## config.mk

```make
export PLATFORM = sky130hd
export DESIGN_NAME = spiral_radius_point_generator
export DESIGN_NICKNAME = d
export VERILOG_FILES = /design/src/sv/srpg_pkg.sv /design/src/sv/srpg_seq.sv /design/src/sv/srpg_dp.sv /design/src/sv/spiral_radius_point_generator.sv
export SDC_FILE = /design/constraint.sdc
export NUM_CORES = 1
export LEC_CHECK = 0
export BUFFER_PORTS_ARGS = -buffer_cell sky130_fd_sc_hd__buf_2
export CORE_MARGIN = 1
export CORE_UTILIZATION = 55
export CTS_CLUSTER_DIAMETER = 60
export DETAILED_ROUTE_END_ITERATION = 10
export GPL_TIMING_DRIVEN = 0
export PLACE_DENSITY = 0.71
export SYNTH_ARGS = -nofsm -noshare
export SYNTH_HDL_FRONTEND = slang
export SYNTH_SLANG_ARGS = --single-unit
```

## constraint.sdc

```tcl
create_clock -name i_clk -period 7.11 [get_ports i_clk]
set_input_delay 1.422 -clock i_clk [delete_from_list [all_inputs] [get_ports i_clk]]
set_output_delay 1.422 -clock i_clk [all_outputs]
set_load 0.02 [all_outputs]
```

## src/sv/srpg_pkg.sv

```systemverilog
package srpg_pkg;

    // Fixed field widths
    localparam int RQ_BITS    = 8;
    localparam int MAP_BITS   = 11;
    localparam int APB_DW     = 32;
    localparam int PADDR_BITS = 3;

    localparam logic [MAP_BITS-1:0] MAP_RESET = 11'd1024;

    // Register index, taken from paddr[2]
    localparam logic REG_MAP_WIDTH  = 1'b0;
    localparam logic REG_MAP_HEIGHT = 1'b1;

    // Edge of the current ring, in walk order
    typedef enum logic [1:0] {
        EDGE_TOP,
        EDGE_RIGHT,
        EDGE_BOTTOM,
        EDGE_LEFT
    } t_edge;

    // Jump conditions of the microprogram
    typedef enum logic [1:0] {
        COND_NO_XFER,
        COND_SPENT,
        COND_MISS,
        COND_OUT_BUSY
    } t_cond;

    localparam int UPC_BITS = 2;
    typedef logic [UPC_BITS-1:0] t_upc;

    localparam t_upc STEP_WAIT  = 2'd0;
    localparam t_upc STEP_CHECK = 2'd1;
    localparam t_upc STEP_TEST  = 2'd2;
    localparam t_upc STEP_EMIT  = 2'd3;

    // Datapath controls of one microinstruction
    typedef struct packed {
        logic take_input;
        logic visit;
        logic test;
        logic emit;
    } t_ctrl;

    // Datapath status seen by the sequencer
    typedef struct packed {
        logic xfer;
        logic spent;
        logic miss;
        logic out_busy;
    } t_status;

    typedef struct packed {
        t_cond cond;
        t_upc  target;
        t_ctrl ctrl;
    } t_uword;

    // Jump to target when cond holds, else fall through; EMIT wraps to WAIT.
    localparam t_uword UCODE [0:(2**UPC_BITS)-1] = '{
        '{cond: COND_NO_XFER, target: STEP_WAIT,
          ctrl: '{take_input: 1'b1, visit: 1'b0, test: 1'b0, emit: 1'b0}},
        '{cond: COND_SPENT, target: STEP_EMIT,
          ctrl: '{take_input: 1'b0, visit: 1'b1, test: 1'b0, emit: 1'b0}},
        '{cond: COND_MISS, target: STEP_CHECK,
          ctrl: '{take_input: 1'b0, visit: 1'b0, test: 1'b1, emit: 1'b0}},
        '{cond: COND_OUT_BUSY, target: STEP_EMIT,
          ctrl: '{take_input: 1'b0, visit: 1'b0, test: 1'b0, emit: 1'b1}}
    };

endpackage

```

## src/sv/srpg_seq.sv

```systemverilog
module srpg_seq (
    input  logic              i_clk,
    input  logic              i_rst_n,
    input  srpg_pkg::t_status i_status,
    output srpg_pkg::t_ctrl   o_ctrl
);

    srpg_pkg::t_upc   r_upc;
    srpg_pkg::t_upc   n_upc;
    srpg_pkg::t_uword w_word;
    logic             w_jump;

    assign w_word = srpg_pkg::UCODE[r_upc];
    assign o_ctrl = w_word.ctrl;

    always_comb begin
        unique case (w_word.cond)
            srpg_pkg::COND_NO_XFER:  w_jump = !i_status.xfer;
            srpg_pkg::COND_SPENT:    w_jump = i_status.spent;
            srpg_pkg::COND_MISS:     w_jump = i_status.miss;
            srpg_pkg::COND_OUT_BUSY: w_jump = i_status.out_busy;
        endcase
    end

    always_comb begin
        if (w_jump) begin
            n_upc = w_word.target;
        end else begin
            n_upc = r_upc + srpg_pkg::t_upc'(1);
        end
    end

    always_ff @(posedge i_clk) begin
        if (!i_rst_n) begin
            r_upc <= srpg_pkg::STEP_WAIT;
        end else begin
            r_upc <= n_upc;
        end
    end

endmodule

```

## src/sv/srpg_dp.sv

```systemverilog
module srpg_dp #(
    parameter int COORD_BITS       = 10,
    parameter int RADIUS_FRAC_BITS = 2
) (
    input  logic                          i_clk,
    input  logic                          i_rst_n,
    input  srpg_pkg::t_ctrl               i_ctrl,
    output srpg_pkg::t_status             o_status,
    input  logic                          i_s_tvalid,
    input  logic                          i_kind,
    input  logic [COORD_BITS-1:0]         i_start_x,
    input  logic [COORD_BITS-1:0]         i_start_y,
    input  logic [srpg_pkg::RQ_BITS-1:0]  i_radius_q,
    input  logic [srpg_pkg::MAP_BITS-1:0] i_map_width,
    input  logic [srpg_pkg::MAP_BITS-1:0] i_map_height,
    input  logic                          i_m_tready,
    output logic                          o_m_tvalid,
    output logic [COORD_BITS-1:0]         o_point_x,
    output logic [COORD_BITS-1:0]         o_point_y,
    output logic                          o_found
);

    localparam int RQ2_BITS  = srpg_pkg::RQ_BITS + 1;
    localparam int N_BITS    =
        $clog2(((((2 ** srpg_pkg::RQ_BITS) - 1) * 2) >> RADIUS_FRAC_BITS) + 2);
    localparam int D_BITS    = N_BITS + 1;
    localparam int RING_BITS = N_BITS + 1;
    localparam int BUD_BITS  = 2 * N_BITS;
    localparam int AW        =
        ((COORD_BITS > srpg_pkg::MAP_BITS) ? COORD_BITS : srpg_pkg::MAP_BITS) + 2;
    localparam int SUM_W     = 2 * D_BITS + 1 + 2 * RADIUS_FRAC_BITS;
    localparam int RSQ_BITS  = 2 * srpg_pkg::RQ_BITS;

    // Search state
    logic [COORD_BITS-1:0]  r_centre_x;
    logic [COORD_BITS-1:0]  r_centre_y;
    logic signed [D_BITS-1:0] r_dx, n_dx;
    logic signed [D_BITS-1:0] r_dy, n_dy;
    logic [RING_BITS-1:0]   r_ring, n_ring;
    srpg_pkg::t_edge        r_edge, n_edge;
    logic [RING_BITS-1:0]   r_step, n_step;
    logic [BUD_BITS-1:0]    r_visited;
    logic [BUD_BITS-1:0]    r_budget;
    logic [RSQ_BITS-1:0]    r_radius_sq;

    // Candidate under test
    logic [COORD_BITS-1:0]  r_cand_x;
    logic [COORD_BITS-1:0]  r_cand_y;
    logic                   r_on_map;
    logic [2*D_BITS-1:0]    r_sq_x;
    logic [2*D_BITS-1:0]    r_sq_y;
    logic                   r_hit;

    // Output register
    logic                   r_out_valid;
    logic [COORD_BITS-1:0]  r_out_x;
    logic [COORD_BITS-1:0]  r_out_y;
    logic                   r_out_found;

    logic                   w_xfer;
    logic                   w_start;
    logic                   w_spent;
    logic                   w_visit;
    logic                   w_keep;
    logic                   w_out_busy;
    logic                   w_emit;
    logic [RQ2_BITS-1:0]    w_rq2;
    logic [N_BITS-1:0]      w_n;
    logic signed [AW-1:0]   w_cand_x;
    logic signed [AW-1:0]   w_cand_y;
    logic [AW-2:0]          w_ux;
    logic [AW-2:0]          w_uy;
    logic                   w_on_map;
    logic [SUM_W-1:0]       w_dist;
    logic [SUM_W-1:0]       w_scaled;
    logic [RING_BITS-1:0]   w_step_inc;

    assign w_xfer     = i_s_tvalid && i_ctrl.take_input;
    assign w_start    = w_xfer && !i_kind;
    assign w_spent    = r_visited >= r_budget;
    assign w_visit    = i_ctrl.visit && !w_spent;
    assign w_out_busy = r_out_valid && !i_m_tready;
    assign w_emit     = i_ctrl.emit && !w_out_busy;

    // Side of the spiral box: floor(2*r) + 1
    assign w_rq2 = {i_radius_q, 1'b0} >> RADIUS_FRAC_BITS;
    assign w_n   = N_BITS'(w_rq2) + N_BITS'(1);

    assign w_cand_x = $signed({{(AW - COORD_BITS){1'b0}}, r_centre_x}) + AW'(r_dx);
    assign w_cand_y = $signed({{(AW - COORD_BITS){1'b0}}, r_centre_y}) + AW'(r_dy);
    assign w_ux     = w_cand_x[AW-2:0];
    assign w_uy     = w_cand_y[AW-2:0];

    // Map sizes beyond the coordinate range clamp to it
    assign w_on_map = !w_cand_x[AW-1] && !w_cand_y[AW-1]
                   && ((w_ux >> COORD_BITS) == '0) && ((w_uy >> COORD_BITS) == '0)
                   && (w_ux < (AW-1)'(i_map_width)) && (w_uy < (AW-1)'(i_map_height));

    assign w_dist   = SUM_W'(r_sq_x) + SUM_W'(r_sq_y);
    assign w_scaled = w_dist << (2 * RADIUS_FRAC_BITS);
    assign w_keep   = r_on_map && (w_scaled <= SUM_W'(r_radius_sq));

    assign o_status.xfer     = w_xfer;
    assign o_status.spent    = w_spent;
    assign o_status.miss     = !w_keep;
    assign o_status.out_busy = w_out_busy;

    // Next spiral position
    always_comb begin
        n_dx       = r_dx;
        n_dy       = r_dy;
        n_ring     = r_ring;
        n_edge     = r_edge;
        n_step     = r_step;
        w_step_inc = r_step + RING_BITS'(1);
        if (r_ring <= RING_BITS'(1)) begin
            n_dx   = r_dx - D_BITS'(1);
            n_dy   = r_dy - D_BITS'(1);
            n_ring = RING_BITS'(3);
            n_edge = srpg_pkg::EDGE_TOP;
            n_step = '0;
        end else begin
            unique case (r_edge)
                srpg_pkg::EDGE_TOP:    n_dx = r_dx + D_BITS'(1);
                srpg_pkg::EDGE_RIGHT:  n_dy = r_dy + D_BITS'(1);
                srpg_pkg::EDGE_BOTTOM: n_dx = r_dx - D_BITS'(1);
                srpg_pkg::EDGE_LEFT:   n_dy = r_dy - D_BITS'(1);
            endcase
            if (w_step_inc >= r_ring - RING_BITS'(1)) begin
                n_step = '0;
                n_edge = srpg_pkg::t_edge'(r_edge + 2'd1);
                // ring closed: step out to the next ring's upper-left corner
                if (r_edge == srpg_pkg::EDGE_LEFT) begin
                    n_dx   = n_dx - D_BITS'(1);
                    n_dy   = n_dy - D_BITS'(1);
                    n_ring = r_ring + RING_BITS'(2);
                end
            end else begin
                n_step = w_step_inc;
            end
        end
    end

    always_ff @(posedge i_clk) begin
        if (!i_rst_n) begin
            r_dx        <= '0;
            r_dy        <= '0;
            r_ring      <= RING_BITS'(1);
            r_edge      <= srpg_pkg::EDGE_TOP;
            r_step      <= '0;
            r_visited   <= '0;
            r_budget    <= '0;
            r_radius_sq <= '0;
        end else if (w_start) begin
            r_dx        <= '0;
            r_dy        <= '0;
            r_ring      <= RING_BITS'(1);
            r_edge      <= srpg_pkg::EDGE_TOP;
            r_step      <= '0;
            r_visited   <= '0;
            r_budget    <= w_n * w_n;
            r_radius_sq <= i_radius_q * i_radius_q;
        end else if (w_visit) begin
            r_dx      <= n_dx;
            r_dy      <= n_dy;
            r_ring    <= n_ring;
            r_edge    <= n_edge;
            r_step    <= n_step;
            r_visited <= r_visited + BUD_BITS'(1);
        end
    end

    always_ff @(posedge i_clk) begin
        if (w_start) begin
            r_centre_x <= i_start_x;
            r_centre_y <= i_start_y;
        end
        if (w_visit) begin
            r_cand_x <= w_ux[COORD_BITS-1:0];
            r_cand_y <= w_uy[COORD_BITS-1:0];
            r_on_map <= w_on_map;
            r_sq_x   <= r_dx * r_dx;
            r_sq_y   <= r_dy * r_dy;
        end
        // drop the previous verdict on each check; the test step sets it
        if (i_ctrl.visit) begin
            r_hit <= 1'b0;
        end else if (i_ctrl.test) begin
            r_hit <= w_keep;
        end
    end

    always_ff @(posedge i_clk) begin
        if (!i_rst_n) begin
            r_out_valid <= 1'b0;
        end else if (w_emit) begin
            r_out_valid <= 1'b1;
        end else if (i_m_tready) begin
            r_out_valid <= 1'b0;
        end
    end

    always_ff @(posedge i_clk) begin
        if (w_emit) begin
            r_out_x     <= r_hit ? r_cand_x : '0;
            r_out_y     <= r_hit ? r_cand_y : '0;
            r_out_found <= r_hit;
        end
    end

    assign o_m_tvalid = r_out_valid;
    assign o_point_x  = r_out_x;
    assign o_point_y  = r_out_y;
    assign o_found    = r_out_found;

`ifndef SYNTH
    a_visit_within_budget: assert property (@(posedge i_clk) disable iff (!i_rst_n)
        r_visited <= r_budget)
        else $error("visit count passed the budget");

    a_ring_odd: assert property (@(posedge i_clk) disable iff (!i_rst_n)
        r_ring[0] == 1'b1)
        else $error("ring length is even");

    a_step_on_edge: assert property (@(posedge i_clk) disable iff (!i_rst_n)
        (r_ring > RING_BITS'(1)) |-> (r_step < r_ring - RING_BITS'(1)))
        else $error("edge step ran past the edge");

    a_miss_is_zero: assert property (@(posedge i_clk) disable iff (!i_rst_n)
        (r_out_valid && !r_out_found) |-> (r_out_x == '0 && r_out_y == '0))
        else $error("exhausted result carries a point");
`endif

endmodule

```

## src/sv/spiral_radius_point_generator.sv

```systemverilog
// Square spiral point generator.
// Input stream (s_axis): tuser is the kind (0 start a search, 1 next point);
// tdata carries start_x, start_y and radius_q, read only on a start.
// Output stream (m_axis): one transfer per input transfer; tdata holds
// point_x and point_y, tuser is found (0 once the search is spent).
// APB port: map_width at byte address 0, map_height at 4; write only while idle.
// A microprogram of four steps runs the search. Each spiral position is
// checked, then given a distance test; an item is taken, then positions
// are walked until the next kept point is found, and the result is emitted.
// A search that has run dry goes from the check straight to the emit step.
// The two-step check/test loop repeats until a position is kept or the
// visit budget is spent.
// The result sits in an output register: while the receiver stalls, the
// next item is already taken and searched, and waits only to be emitted.
// Reset clears the search (next items answer found 0 until a start) and sets
// both map sizes to 1024.
module spiral_radius_point_generator #(
    parameter int COORD_BITS       = 10,
    parameter int RADIUS_FRAC_BITS = 2
) (
    input  logic i_clk,
    input  logic i_rst_n,

    input  logic s_axis_tvalid,
    output logic s_axis_tready,
    // start_x, start_y, radius_q, zero pad
    input  logic [((2*COORD_BITS+srpg_pkg::RQ_BITS+7)/8)*8-1:0] s_axis_tdata,
    // kind
    input  logic s_axis_tuser,

    output logic m_axis_tvalid,
    input  logic m_axis_tready,
    // point_x, point_y, zero pad
    output logic [((2*COORD_BITS+7)/8)*8-1:0] m_axis_tdata,
    // found
    output logic m_axis_tuser,

    input  logic                            psel,
    input  logic                            penable,
    input  logic                            pwrite,
    input  logic [srpg_pkg::PADDR_BITS-1:0] paddr,
    input  logic [srpg_pkg::APB_DW-1:0]     pwdata,
    output logic [srpg_pkg::APB_DW-1:0]     prdata,
    output logic                            pready
);

    localparam int OUT_W = ((2 * COORD_BITS + 7) / 8) * 8;

    logic [srpg_pkg::MAP_BITS-1:0] r_map_width;
    logic [srpg_pkg::MAP_BITS-1:0] r_map_height;
    logic [srpg_pkg::MAP_BITS-1:0] w_rd_reg;
    logic                          w_wr;

    srpg_pkg::t_ctrl   w_ctrl;
    srpg_pkg::t_status w_status;

    logic [COORD_BITS-1:0] w_point_x;
    logic [COORD_BITS-1:0] w_point_y;

    assign pready = 1'b1;
    assign w_wr   = psel && penable && pwrite && pready;

    always_ff @(posedge i_clk) begin
        if (!i_rst_n) begin
            r_map_width  <= srpg_pkg::MAP_RESET;
            r_map_height <= srpg_pkg::MAP_RESET;
        end else if (w_wr) begin
            unique case (paddr[2])
                srpg_pkg::REG_MAP_WIDTH:  r_map_width  <= pwdata[srpg_pkg::MAP_BITS-1:0];
                srpg_pkg::REG_MAP_HEIGHT: r_map_height <= pwdata[srpg_pkg::MAP_BITS-1:0];
            endcase
        end
    end

    always_comb begin
        unique case (paddr[2])
            srpg_pkg::REG_MAP_WIDTH:  w_rd_reg = r_map_width;
            srpg_pkg::REG_MAP_HEIGHT: w_rd_reg = r_map_height;
        endcase
    end

    assign prdata = srpg_pkg::APB_DW'(w_rd_reg);

    srpg_seq u_seq (
        .i_clk    (i_clk),
        .i_rst_n  (i_rst_n),
        .i_status (w_status),
        .o_ctrl   (w_ctrl)
    );

    srpg_dp #(
        .COORD_BITS       (COORD_BITS),
        .RADIUS_FRAC_BITS (RADIUS_FRAC_BITS)
    ) u_dp (
        .i_clk        (i_clk),
        .i_rst_n      (i_rst_n),
        .i_ctrl       (w_ctrl),
        .o_status     (w_status),
        .i_s_tvalid   (s_axis_tvalid),
        .i_kind       (s_axis_tuser),
        .i_start_x    (s_axis_tdata[COORD_BITS-1:0]),
        .i_start_y    (s_axis_tdata[2*COORD_BITS-1:COORD_BITS]),
        .i_radius_q   (s_axis_tdata[2*COORD_BITS+srpg_pkg::RQ_BITS-1:2*COORD_BITS]),
        .i_map_width  (r_map_width),
        .i_map_height (r_map_height),
        .i_m_tready   (m_axis_tready),
        .o_m_tvalid   (m_axis_tvalid),
        .o_point_x    (w_point_x),
        .o_point_y    (w_point_y),
        .o_found      (m_axis_tuser)
    );

    assign s_axis_tready = w_ctrl.take_input;
    assign m_axis_tdata  = OUT_W'({w_point_y, w_point_x});

endmodule
```

; ---- Yosys cells after proc, flatten, opt, wreduce, memory -nomap -nowiden
; Index checks and enable logic that the tools add are counted.
[word_totals]
wordCells = 117
ff_bits = 210
mem_bits_ro = 0
latchBits = 0
out_inout_bits = 60
ramBits = 0
in_bits = 75
memories = 0
[op_classes]
n_eq_ne = 6
n_mux = 25
mul = 4
div_mod_pow = 0
reduce_logical = 33
magnitude_cmp = 7
bitwise_logic = 3
shifts = 0
addsub = 16
[op_table]
columns = op, count
row1 = two-way mux 9 bit, 13
row2 = multiplier 9 x 9 -> 18 bit, 2
row3 = one-hot mux 9 bit (2 select lines), 2
row4 = subtractor 9 x 2 -> 9 bit (second input constant), 4
row5 = multiplier 8 x 8 -> 16 bit, 2
row6 = adder 9 x 2 -> 9 bit (second input constant), 3
row7 = adder 11 x 9 -> 12 bit, 2
row8 = zero test 12 bit, 2
row9 = < comparator 12 x 11 -> 1 bit, 2
row10 = less-or-equal comparator 23 x 16 -> 1 bit, 1
row11 = one-hot mux 11 bit (2 select lines), 1
row12 = adder 18 x 18 -> 19 bit, 1
row13 = adder 16 x 1 -> 16 bit (second input constant), 1
row14 = binary-select mux 8 bit (select 2 bit), 1
row15 = >= comparator 16 bit, 1
row16 = two-way mux 8 bit, 2
row17 = logical AND 1 bit, 13
row18 = adder 9 x 1 -> 9 bit (second input constant), 1
row19 = >= comparator 9 bit, 1
row20 = less-or-equal comparator 9 x 1 -> 1 bit (second input constant), 1
row21 = subtractor 9 x 1 -> 9 bit (second input constant), 1
row22 = adder 7 x 1 -> 8 bit (second input constant), 1
row23 = equality test 2 bit (second input constant), 4
row24 = zero test 1 bit, 8
row25 = other kinds (13), 24

; ---- Longest topological paths before layout
; Gate-level depths: netlist of the first run.
[depth]
word_depth = 8
depth_mapped = 23

; ---- By module
; Synthesis of the first run repeated with hierarchy kept, for this count alone.
[unflattened]
hier_cells = 2266
hier_area_um2 = 20982.6
[modules_own_cells]
columns = module, cells_per_inst, n_inst, area_per_inst_um2, seq_area_each_um2
row1 = srpg_dp, 2124, 1, 19615.1, 4604.4
row2 = spiral_radius_point_generator, 124, 1, 1199.9, 440.4
row3 = srpg_seq, 18, 1, 167.7, 40.0

; ---- Worst setup path after synthesis of the first run
; No wires, ideal clock.
[synth_path]
path_kind = input port to flip-flop
startpoint = input s_axis_tdata[23] (netlist bit)
endpoint = register u_dp.r_budget[15]
setup_slack_ps = 919
path_stages = 23
required_time_ps = 6951
n_path_buf = 1
setup_time_ps = 159
arrival_time_ps = 6032
path_cell_list = clkbuf_1 -> and2_1 -> nand2_1 -> xnor2_1 -> nor2_1 -> inv_1 -> fa_1 -> fa_1 -> inv_1 -> ha_1 -> inv_1 -> fa_1 -> inv_1 -> ha_1 -> a21o_1 -> a21oi_1 -> o21bai_1 -> a21oi_1 -> o21ai_0 -> a41o_1 -> o41a_1 -> mux2i_1 -> o31ai_1
[synth_between]
elab_chain_cells = 2
[synth_rtl]
columns = item, line_no
row1 = "start, declared", spiral_radius_point_generator.sv:27  ; input logic [((2*COORD_BITS+srpg_pkg::RQ_BITS+7)/8)*8-1:0] s_axis_tdata,
row2 = adder 7 x 1 -> 8 bit, srpg_dp.sv:87  ; assign w_n = N_BITS'(w_rq2) + N_BITS'(1);
row3 = multiplier 8 x 8 -> 16 bit, srpg_dp.sv:161  ; r_budget <= w_n * w_n;
row4 = "end signal, assigned", srpg_dp.sv:161
row5 = "end, declared", srpg_dp.sv:43  ; logic [BUD_BITS-1:0] r_budget;
; No other way between the ends.
; A chain may end at the register's enable or synchronous reset.

; ---- Final worst setup path of the first run
[layout_path]
startpoint = register u_dp.r_dx[8]
endpoint = register u_dp.r_sq_x[17] (data pin)
[layout_between]
elab_chain_cells = 1
[layout_rtl]
columns = item, line_no
row1 = "start, declared", srpg_dp.sv:37  ; logic signed [D_BITS-1:0] r_dx, n_dx;
row2 = "start signal, assigned", srpg_dp.sv:164  ; r_dx <= n_dx;
row3 = multiplier 9 x 9 -> 18 bit, srpg_dp.sv:182  ; r_sq_x <= r_dx * r_dx;
row4 = "end signal, assigned", srpg_dp.sv:182
row5 = "end, declared", srpg_dp.sv:50  ; logic [2*D_BITS-1:0] r_sq_x;
; No other way between the ends.

==> reports/results.ini, run 1 <==
[route]
firstDrtPassIters=6
final_antenna_net_count=0
drcViolationCount=0
dr.first_iter.drc_count=1080
wl_per_cell_um=16.8
via_count=16300
routed_wl_um=49200
routed_via_density=5.54

[clocking]
clkTransAtPathRegs_ns=0.06
root_buffer=clkbuf_16
cts_resized=0
clock_sinks=206
clock_path_buffers=3
cts_hold_buffers=0
cts_tree=yes
post_cts_buffers=0
clkLatencyLatePin_ns=0.57
cts_buffers=28
cts_max_level=1

[floorplanning]
num_rows=70
die-area_um2=38300
start_util_pct=56.0
pin_count=135
die_h_um=196
fp.coreArea_um2=36800
chipWidth_um=196

[synth]
yosys_warnings=0
syn_inst=2303
synth_ff_type=dfxtp_1
ys_ff_latch=206
synth-edff-count=96
synth.distinct_cells=80
ys_async_sr_fraction_pct=0
syn_area_per_cell_um2=8.95
synthesis.area_um2=20600
ys_seq_area_share_pct=24.7

[power]
cellLeakagePower_nw=10.7
p_int_mw=4.46
p_sw_mw=3.89
p_seq_share_pct=23.1
combPwrFrac_pct=60.1
swShare_pct=46.6
power.density_nw_per_um2=368
peakVddDrop_mv=0.218
p_clk_share_pct=16.9

[global_routing]
antenna_found_initial=0
overflow=0
grt_pass1_wl_um=81200
grt_max_degree=65
grt_pass1_vias=16200
grt_util_all_layers_pct=26.3

[critical_path]
critPathCaptureType=flop
cp_max_fo=10
cp-start-kind=flop
critical_path.most_common_cell=fa_1
crit_arrival_ns=6.81
crit_type=flop to flop
max_stage_delay_ns=0.63
path_cells=clkbuf_1 > clkbuf_1 > nand2_1 > fa_1 > fa_1 > inv_1 > fa_1 > fa_1 > fa_1 > ha_1 > a21oi_1 > o21bai_1 > a21oi_1 > nor2b_1 > o2111ai_1 > nand3_1 > o21ba_2 > xnor2_1
cp.required_ns=7.43
slowest_stage=dfxtp_1

[final_layout]
diodes=0
num-fill-cells=3205
mostFrequentLayoutCells=inv_1, ha_1, nand2_1
final_util_pct=61.6
area_growth_pct=10.0
nets=2944
drive_gt1_share_pct=7.79
layout_commonest_cell=inv_1

[place]
port_buffers=78
dp_hpwl_um=39800
gp_congestion=0.945

[sta]
tns_ns=0
relSlewSlack_pct=39.7
tightest_slew_ns=0.904
fmax_mhz=154
slew_violations=0
setup_viol=0
rsz0062_at_grt=false
fin_skew_ns=0.0239
period_minus_slack_ns=6.50
fin_crit_sh_pct=91.4
hold_viol_final=0

[worst_hold_path]
hold_class=flop to flop

[job]
drv_cap=0

[status]
status=finished, final reports clean

power by group through the flow:
stage,Combinational (mW),Sequential (mW),Clock [mW]
6_report,5.01,1.92,1.41
5_1_grt,5.64,1.95,1.47
4_1_cts,4.97,1.92,1.42
3_5_place_dp,4.91,1.94,0
3_3_place_gp,4.78,1.95,0
2_1_floorplan,3.73,1.83,0
metrics by stage:
step                      power [mW]  hold slack, ns  std cells  cell area, µm²  setup WS, ns
after floorplan                 5.56           0.431       2335           20700         0.919
final                           8.35           0.458       2934           22700         0.614
after global routing            9.06           0.482       2934           22700         0.330
after global placement          6.73           0.440       2881           21700        0.0815
after detailed placement        6.84           0.448       2882           21700        0.0566
after CTS                       8.31           0.458       2934           22700         0.625
area by class of cell:
cell class	instances	area (µm²)	area share, %
Buffer	97	475	2.10
Inverter	355	1330	5.88
Multi-Input combinational cell	1677	13800	61.1
Timing Repair Buffer	79	405	1.79
Clock buffer	36	762	3.36
Tap cell	468	586	2.58
Sequential cell	206	5080	22.4
Clock inverter	16	180	0.795
cell usage after synthesis (all sizes together) (26+ instances only):
cell type / n / area share [%]
a21o: 26 / 0.95
a21oi: 145 / 3.5
and2: 54 / 1.6
buf: 34 / 1.1
clkbuf: 63 / 1.1
dfxtp: 110 / 11
edfxtp: 96 / 14
fa: 175 / 17
ha: 250 / 15
inv: 352 / 6.4
nand2: 228 / 4.2
nand3: 63 / 1.6
nor2: 155 / 2.8
nor3: 30 / 0.73
o21ai: 76 / 1.8
xnor2: 100 / 4.2
xor2: 49 / 2.1
final timing paths:
kind	from	cells past startpoint	end	slack (ns)
max	u_dp.r_dx[8]	18	u_dp.r_sq_x[17]	0.61
min	r_map_width[4]	2	r_map_width[4]	0.46
max reg2reg	u_dp.r_dx[8]	18	u_dp.r_sq_x[17]	0.61
min reg2reg	r_map_width[4]	2	r_map_width[4]	0.46
flip-flops by register name, indices dropped and copies added, names as in the netlist, 10 cells and up:
register	cells
u_dp.r_sq_y	17
u_dp.r_budget	15
u_dp.r_cand_y	10
u_dp.r_radius_sq	15
u_dp.o_point_x	10
r_map_height	11
u_dp.r_visited	16
r_map_width	11
u_dp.r_centre_y	10
u_dp.r_centre_x	10
u_dp.r_sq_x	17
u_dp.o_point_y	10
u_dp.r_cand_x	10
kinds of logic after synthesis:
logic type	share of synthesized area (%)
fa+ha+maj	32.2
mux	0.656
simple gates	15.5
buf+inv	8.75
flops	24.7
other cells	0.0364
xor+xnor	6.33
compound gates	11.9
layer usage:
layer / up-vias / track usage [%] / routed length, µm
li1: 7887 / - / -
met1: 7779 / 35.4 / 21800
met2: 490 / 43.7 / 22900
met3: 99 / 3.83 / 2990
met4: 0 / 8.08 / 1550
met5: - / 0 / 0
worst max-delay path: cells and delay by family (launching register included):
family                     cells  cell delay [ns]
DFF                            1             0.63
adders and majority gates      6             2.91
AOI/OAI and AO/OA              5             0.99
xor gates and xnor gates       1             0.35
buffers and inverters          3             0.94
and+or+nand+nor                3             0.41
(Power assumes the default switching activity.)
==> run 2: changes to the inputs <==
- SYNTH_HIERARCHICAL: default -> 1
==> reports/results.ini, run 2 <==
[critical_path]
cp_max_fo=11  ; +1
critPathCaptureType=flop
cp-start-kind=input pin
crit_type=input pin to flop
rrSetupSlack_ns=0.77  ; +0.16 ns
reg2reg_to=u_dp/r_sq_y[15]
crit_arrival_ns=6.83  ; +0.02 ns
r2r_start=u_dp/r_dy[8]
cp.required_ns=7.52  ; +0.09 ns
r2r_cells=19  ; +1

[clocking]
cts_buffers=25  ; -11%
cts_hold_buffers=0  ; unchanged
clkLatencyLatePin_ns=0.53  ; -0.04 ns
cts_max_level=1  ; unchanged
post_cts_buffers=0  ; unchanged
cts_tree=yes
cts_resized=0  ; unchanged
clock_path_buffers=3  ; unchanged
root_buffer=clkbuf_16
clock_sinks=206  ; unchanged
clkTransAtPathRegs_ns=0.06  ; about the same

[sta]
rsz0062_at_grt=false
period_minus_slack_ns=6.42  ; -0.0747 ns
fmax_mhz=156  ; +1.2%
hold_viol_final=0  ; unchanged
fin_crit_sh_pct=90.3  ; -1.1 points
slew_violations=0  ; unchanged
setup_viol=0  ; unchanged
fin_skew_ns=0.0276  ; +0.00368 ns
tns_ns=0  ; unchanged
relSlewSlack_pct=20.1  ; -20 points
tightest_slew_ns=1.17  ; +0.263 ns

[route]
drcViolationCount=0  ; unchanged
routed_via_density=5.53  ; -0.13%
firstDrtPassIters=5  ; -1
routed_wl_um=50300  ; +2.3%
wl_per_cell_um=17.1  ; +2.2%
final_antenna_net_count=0  ; unchanged
via_count=16200  ; -0.062%
dr.first_iter.drc_count=965  ; -11%

[synth]
yosys_warnings=6  ; +6
synth.distinct_cells=88  ; +10%
ys_async_sr_fraction_pct=0  ; unchanged
synth_commonest_cells=inv_1, ha_1, nand2_1
synth_top_area_share_pct=16.5  ; -0.49 points
synthesis.area_um2=21000  ; +1.8%
synth_ff_type=dfxtp_1
syn_inst=2266  ; -1.6%
synth-edff-count=96  ; unchanged
synth.most_common_cell=inv_1
synth_area_leaders=fa_1, ha_1, edfxtp_1
ys_ff_latch=206  ; unchanged
ys_seq_area_share_pct=24.2  ; -0.43 points
syn_area_per_cell_um2=9.26  ; +3.5%
synth_top_area_cell=fa_1

[worst_hold_path]
min_path_cells=2  ; unchanged
min-delay-start=u_dp/r_budget[4]
hold_class=flop to flop
hold_end=u_dp/r_budget[4]

[global_routing]
antenna_found_initial=2  ; +2
grt_pass1_wl_um=83600  ; +3.0%
grt_max_degree=65  ; unchanged
grt_util_all_layers_pct=26.8  ; +0.50 points
grt_pass1_vias=16800  ; +3.4%
overflow=0  ; unchanged

[floorplanning]
chipWidth_um=197  ; +0.88%
die-area_um2=38900  ; +1.8%
start_util_pct=55.8  ; -0.20 points
num_rows=71  ; +1.4%
pin_count=135  ; unchanged
die_h_um=197  ; +0.88%
fp.coreArea_um2=37600  ; +2.2%

[final_layout]
area_growth_pct=9.50
drive_gt1_share_pct=9.28  ; +1.5 points
mostFrequentLayoutCells=inv_1, ha_1, nand2_1
nets=2913  ; -1.1%
top_regs=u_dp/r_sq_x (17), u_dp/r_sq_y (17), u_dp/r_visited (16)
layout_commonest_cell=inv_1

[job]
drv_cap=0  ; unchanged

[power]
total_power_mw=8.23  ; -1.4%
peakVddDrop_mv=0.262  ; +20%
cellLeakagePower_nw=11.1  ; +4.1%
power.density_nw_per_um2=358  ; -2.7%

[place]
gp_congestion=0.935  ; -1.0%
dp_hpwl_um=40400  ; +1.5%
port_buffers=81  ; +3.8%

[status]
status=finished, final reports clean

## run 2: cell families (layout without fill, tap and decap cells)
group           after synthesis  count (layout)  synth area share, %
xor+xnor                    149             149                 6.22
fa+ha+maj                   433             433                 32.0
simple gates                603             603                 14.4
buf+inv                     451             579                 8.89
other cells                   4              35               0.0715
mux                          43              43                 2.13
flops                       206             206                 24.2
compound gates              377             377                 12.0
## run 2: metrics by stage
| stage | hold slack (ns) | cell area (µm²) | std cells | utilization, % | worst slack [ns] |
|---|---|---|---|---|---|
| 2_1_floorplan | 0.438 | 21100 | 2296 | - | 0.958 |
| 3_3_place_gp | 0.458 | 22100 | 2888 | 58.9 | 0.159 |
| 3_5_place_dp | 0.462 | 22200 | 2889 | 59.0 | 0.191 |
| 4_1_cts | 0.470 | 23000 | 2935 | 61.1 | 0.728 |
| 5_1_grt | 0.492 | 23000 | 2936 | 61.1 | 0.382 |
| 6_report | 0.470 | 23000 | 2936 | 61.1 | 0.689 |
## run 2: worst max-delay path by stage
stage                              endpoint  slack [ns]        startpoint  cells past startpoint
after floorplan           u_dp/r_budget[15]        0.96  s_axis_tdata[21]                     17
after global placement    u_dp/r_budget[15]        0.16  s_axis_tdata[22]                     22
after detailed placement  u_dp/r_budget[15]        0.19  s_axis_tdata[22]                     22
after CTS                 u_dp/r_budget[15]        0.73  s_axis_tdata[22]                     22
after global routing      u_dp/r_budget[15]        0.38  s_axis_tdata[22]                     19
final                     u_dp/r_budget[15]        0.69  s_axis_tdata[22]                     22
## run 2: worst max-delay path: stages
cell and delay (ns):
buf_2 0.23, ha_1 0.35, nand2_1 0.12, xor2_1 0.25
nor2_1 0.28, inv_1 0.10, fa_1 0.44, fa_1 0.48
inv_1 0.04, ha_1 0.27, inv_1 0.05, fa_1 0.53
inv_1 0.04, ha_1 0.33, a21o_1 0.17, a21o_1 0.20
a2111oi_0 0.45, o41ai_1 0.19, a21o_1 0.23, a2111oi_2 0.42
or4_1 0.18, nand3_1 0.06
## run 2: cell type report
class                   count  area, µm²
fillers                  3288      14600
multi-input cells        1639      14100
flip-flops and latches    206       5080
inverters                 349       1310
clock buffers              32        693
well taps                 511        639
plain buffers             102        561
repair buffers             82        420
clock inverters            14        118
diodes                      1       2.50
## run 2: report_power, final
| part | switching (mW) | internal (mW) | total (mW) |
|---|---|---|---|
| Clock | 0.522 | 0.733 | 1.25 |
| Combinational | 3.11 | 2.01 | 5.12 |
| Sequential | 0.227 | 1.63 | 1.85 |
| Total | 3.85 | 4.37 | 8.23 |
## run 2: per-layer routing
layer | share of wire (%) | track usage [%] | vias to the layer above
met2 | 49 | 47.1 | 429
met5 | 0 | 0 | -
li1 | - | - | 7812
met4 | 3.6 | 9.70 | 0
met1 | 43 | 34.4 | 7902
met3 | 4.4 | 2.34 | 102
==> run 3: changes to the inputs <==
- CORE_UTILIZATION: 55 -> 63
- CTS_CLUSTER_SIZE: default -> 25
- PLACE_DENSITY: 0.71 -> 0.8
==> reports/results.ini, run 3 (synthesis gave the netlist of run 2 again) <==
[status]
status=finished, final reports clean

[place]
dp_hpwl_um=39800  ; -1.5%
gp_congestion=0.923  ; -1.3%
port_buffers=81  ; unchanged

[route]
wl_per_cell_um=17.3  ; +1.0%
final_antenna_net_count=0  ; unchanged
via_count=16400  ; +0.95%
dr.first_iter.drc_count=1254  ; +30%
routed_via_density=5.74  ; +3.7%
routed_wl_um=49500  ; -1.7%
drcViolationCount=0  ; unchanged
firstDrtPassIters=5  ; unchanged

[critical_path]
cp.required_ns=7.49  ; -0.03 ns
cp-start-kind=input pin
cp_max_fo=11  ; unchanged
crit_arrival_ns=6.81  ; -0.02 ns
critPathCaptureType=flop
crit_type=input pin to flop

[final_layout]
layout_commonest_cell=inv_1
nets=2907  ; -0.21%
area_growth_pct=8.58
mostFrequentLayoutCells=inv_1, ha_1, nand2_1
drive_gt1_share_pct=9.00  ; -0.29 points
top_regs=u_dp/r_sq_x (17), u_dp/r_sq_y (17), u_dp/r_visited (16)

[floorplanning]
chipWidth_um=185  ; -6.5%
num_rows=66  ; -7.0%
start_util_pct=64.3  ; +8.5 points
die-area_um2=34000  ; -13%
fp.coreArea_um2=32600  ; -13%
die_h_um=185  ; -6.5%
pin_count=135  ; unchanged

[global_routing]
grtUsageMet1_pct=37.8  ; +3.4 points
met2_usage_pct=51.9  ; +4.8 points
grt_use_met3_pct=3.12  ; +0.78 points
antenna_found_initial=4  ; +2
grt_pass1_wl_um=80400  ; -3.8%
grt_pass1_vias=16400  ; -2.1%
overflow=0  ; unchanged
busiest_layer=met2
grt_util_all_layers_pct=29.7  ; +2.9 points
grt_max_degree=65  ; unchanged

[sta]
period_minus_slack_ns=6.43  ; +0.00553 ns
fin_skew_ns=0.0233  ; -0.00433 ns
slew_violations=0  ; unchanged
setup_viol=0  ; unchanged
tightest_slew_ns=1.11  ; -0.0625 ns
rsz0062_at_grt=false
holdWs_ns=0.486  ; +0.0158 ns
relSlewSlack_pct=24.4  ; +4.3 points
fmax_mhz=156  ; about the same
hold_viol_final=0  ; unchanged
fin_crit_sh_pct=90.4  ; about the same
tns_ns=0  ; unchanged

[worst_hold_path]
hold_class=flop to flop

[power]
cellLeakagePower_nw=11.1  ; -0.60%
power.density_nw_per_um2=354  ; -1.0%
peakVddDrop_mv=0.287  ; +9.4%

[clocking]
clock_sinks=206  ; unchanged
cts_hold_buffers=0  ; unchanged
cts_buffers=19  ; -24%
clkLatencyLatePin_ns=0.52  ; about the same
post_cts_buffers=0  ; unchanged
clock_path_buffers=3  ; unchanged
cts_resized=0  ; unchanged
cts_tree=yes
clkTransAtPathRegs_ns=0.10  ; +0.04 ns
cts_max_level=1  ; unchanged
root_buffer=clkbuf_16

[job]
drv_cap=0  ; unchanged

-- run 3: cell types whose count changed in the layout (fill, tap and decap cells not counted) --
cell / change
bufinv_16: -1
clkbuf_1: -4
clkbuf_16: -6
clkbuf_8: -2
clkinv_2: -8
clkinv_8: +3
clkinvlp_4: -1
diode_2: +2
inv_12: +5
inv_16: +1
inv_6: +1
-- run 3: worst paths after layout --
check,from,end,slack (ns),depth (start not counted)
max reg2reg,u_dp/r_dy[8],u_dp/r_sq_y[17],0.98,19
min reg2reg,r_map_height[4],r_map_height[4],0.49,2
min,r_map_height[4],r_map_height[4],0.49,2
max,s_axis_tdata[22],u_dp/r_budget[15],0.68,22
-- run 3: layout make-up --
cell class | instances | area (µm²)
multi-input cells | 1639 | 14100
fillers | 2475 | 9840
flip-flops and latches | 206 | 5080
inverters | 349 | 1310
plain buffers | 102 | 561
well taps | 442 | 553
clock buffers | 20 | 500
repair buffers | 82 | 420
clock inverters | 14 | 199
diodes | 3 | 7.51
-- run 3: worst max-delay path: stages --
cell and delay, ns:
buf_2 0.22, ha_1 0.33, nand2_1 0.12, xor2_1 0.25, nor2_1 0.28, inv_1 0.10
fa_1 0.45, fa_1 0.50, inv_1 0.05, ha_1 0.27, inv_1 0.05, fa_1 0.53
inv_1 0.04, ha_1 0.32, a21o_1 0.17, a21o_1 0.20, a2111oi_0 0.42, o41ai_1 0.18
a21o_1 0.22, a2111oi_2 0.41, or4_1 0.19, nand3_1 0.08
-- run 3: where the power goes --
part | switching, mW | internal [mW]
registers | 0.244 | 1.62
clock network | 0.564 | 0.570
logic | 3.06 | 2.01
total | 3.86 | 4.21
-- run 3: stage by stage --
stage	instances	setup WS [ns]	power [mW]	cell area (µm²)	utilization, %
final	2857	0.683	8.07	22800	69.8
after global routing	2857	0.352	8.74	22800	69.8
after CTS	2854	0.654	8.02	22800	69.8
after detailed placement	2820	0.145	6.85	22100	67.7
after global placement	2819	0.233	6.66	22100	67.6
after floorplan	2296	0.958	5.57	21100	-
-- run 3: metal layers --
metal / wire length (µm) / part of all wire [%]
met5: 0 / 0
met3: 2730 / 5.5
met2: 24400 / 49
met1: 20400 / 41
met4: 1890 / 3.8
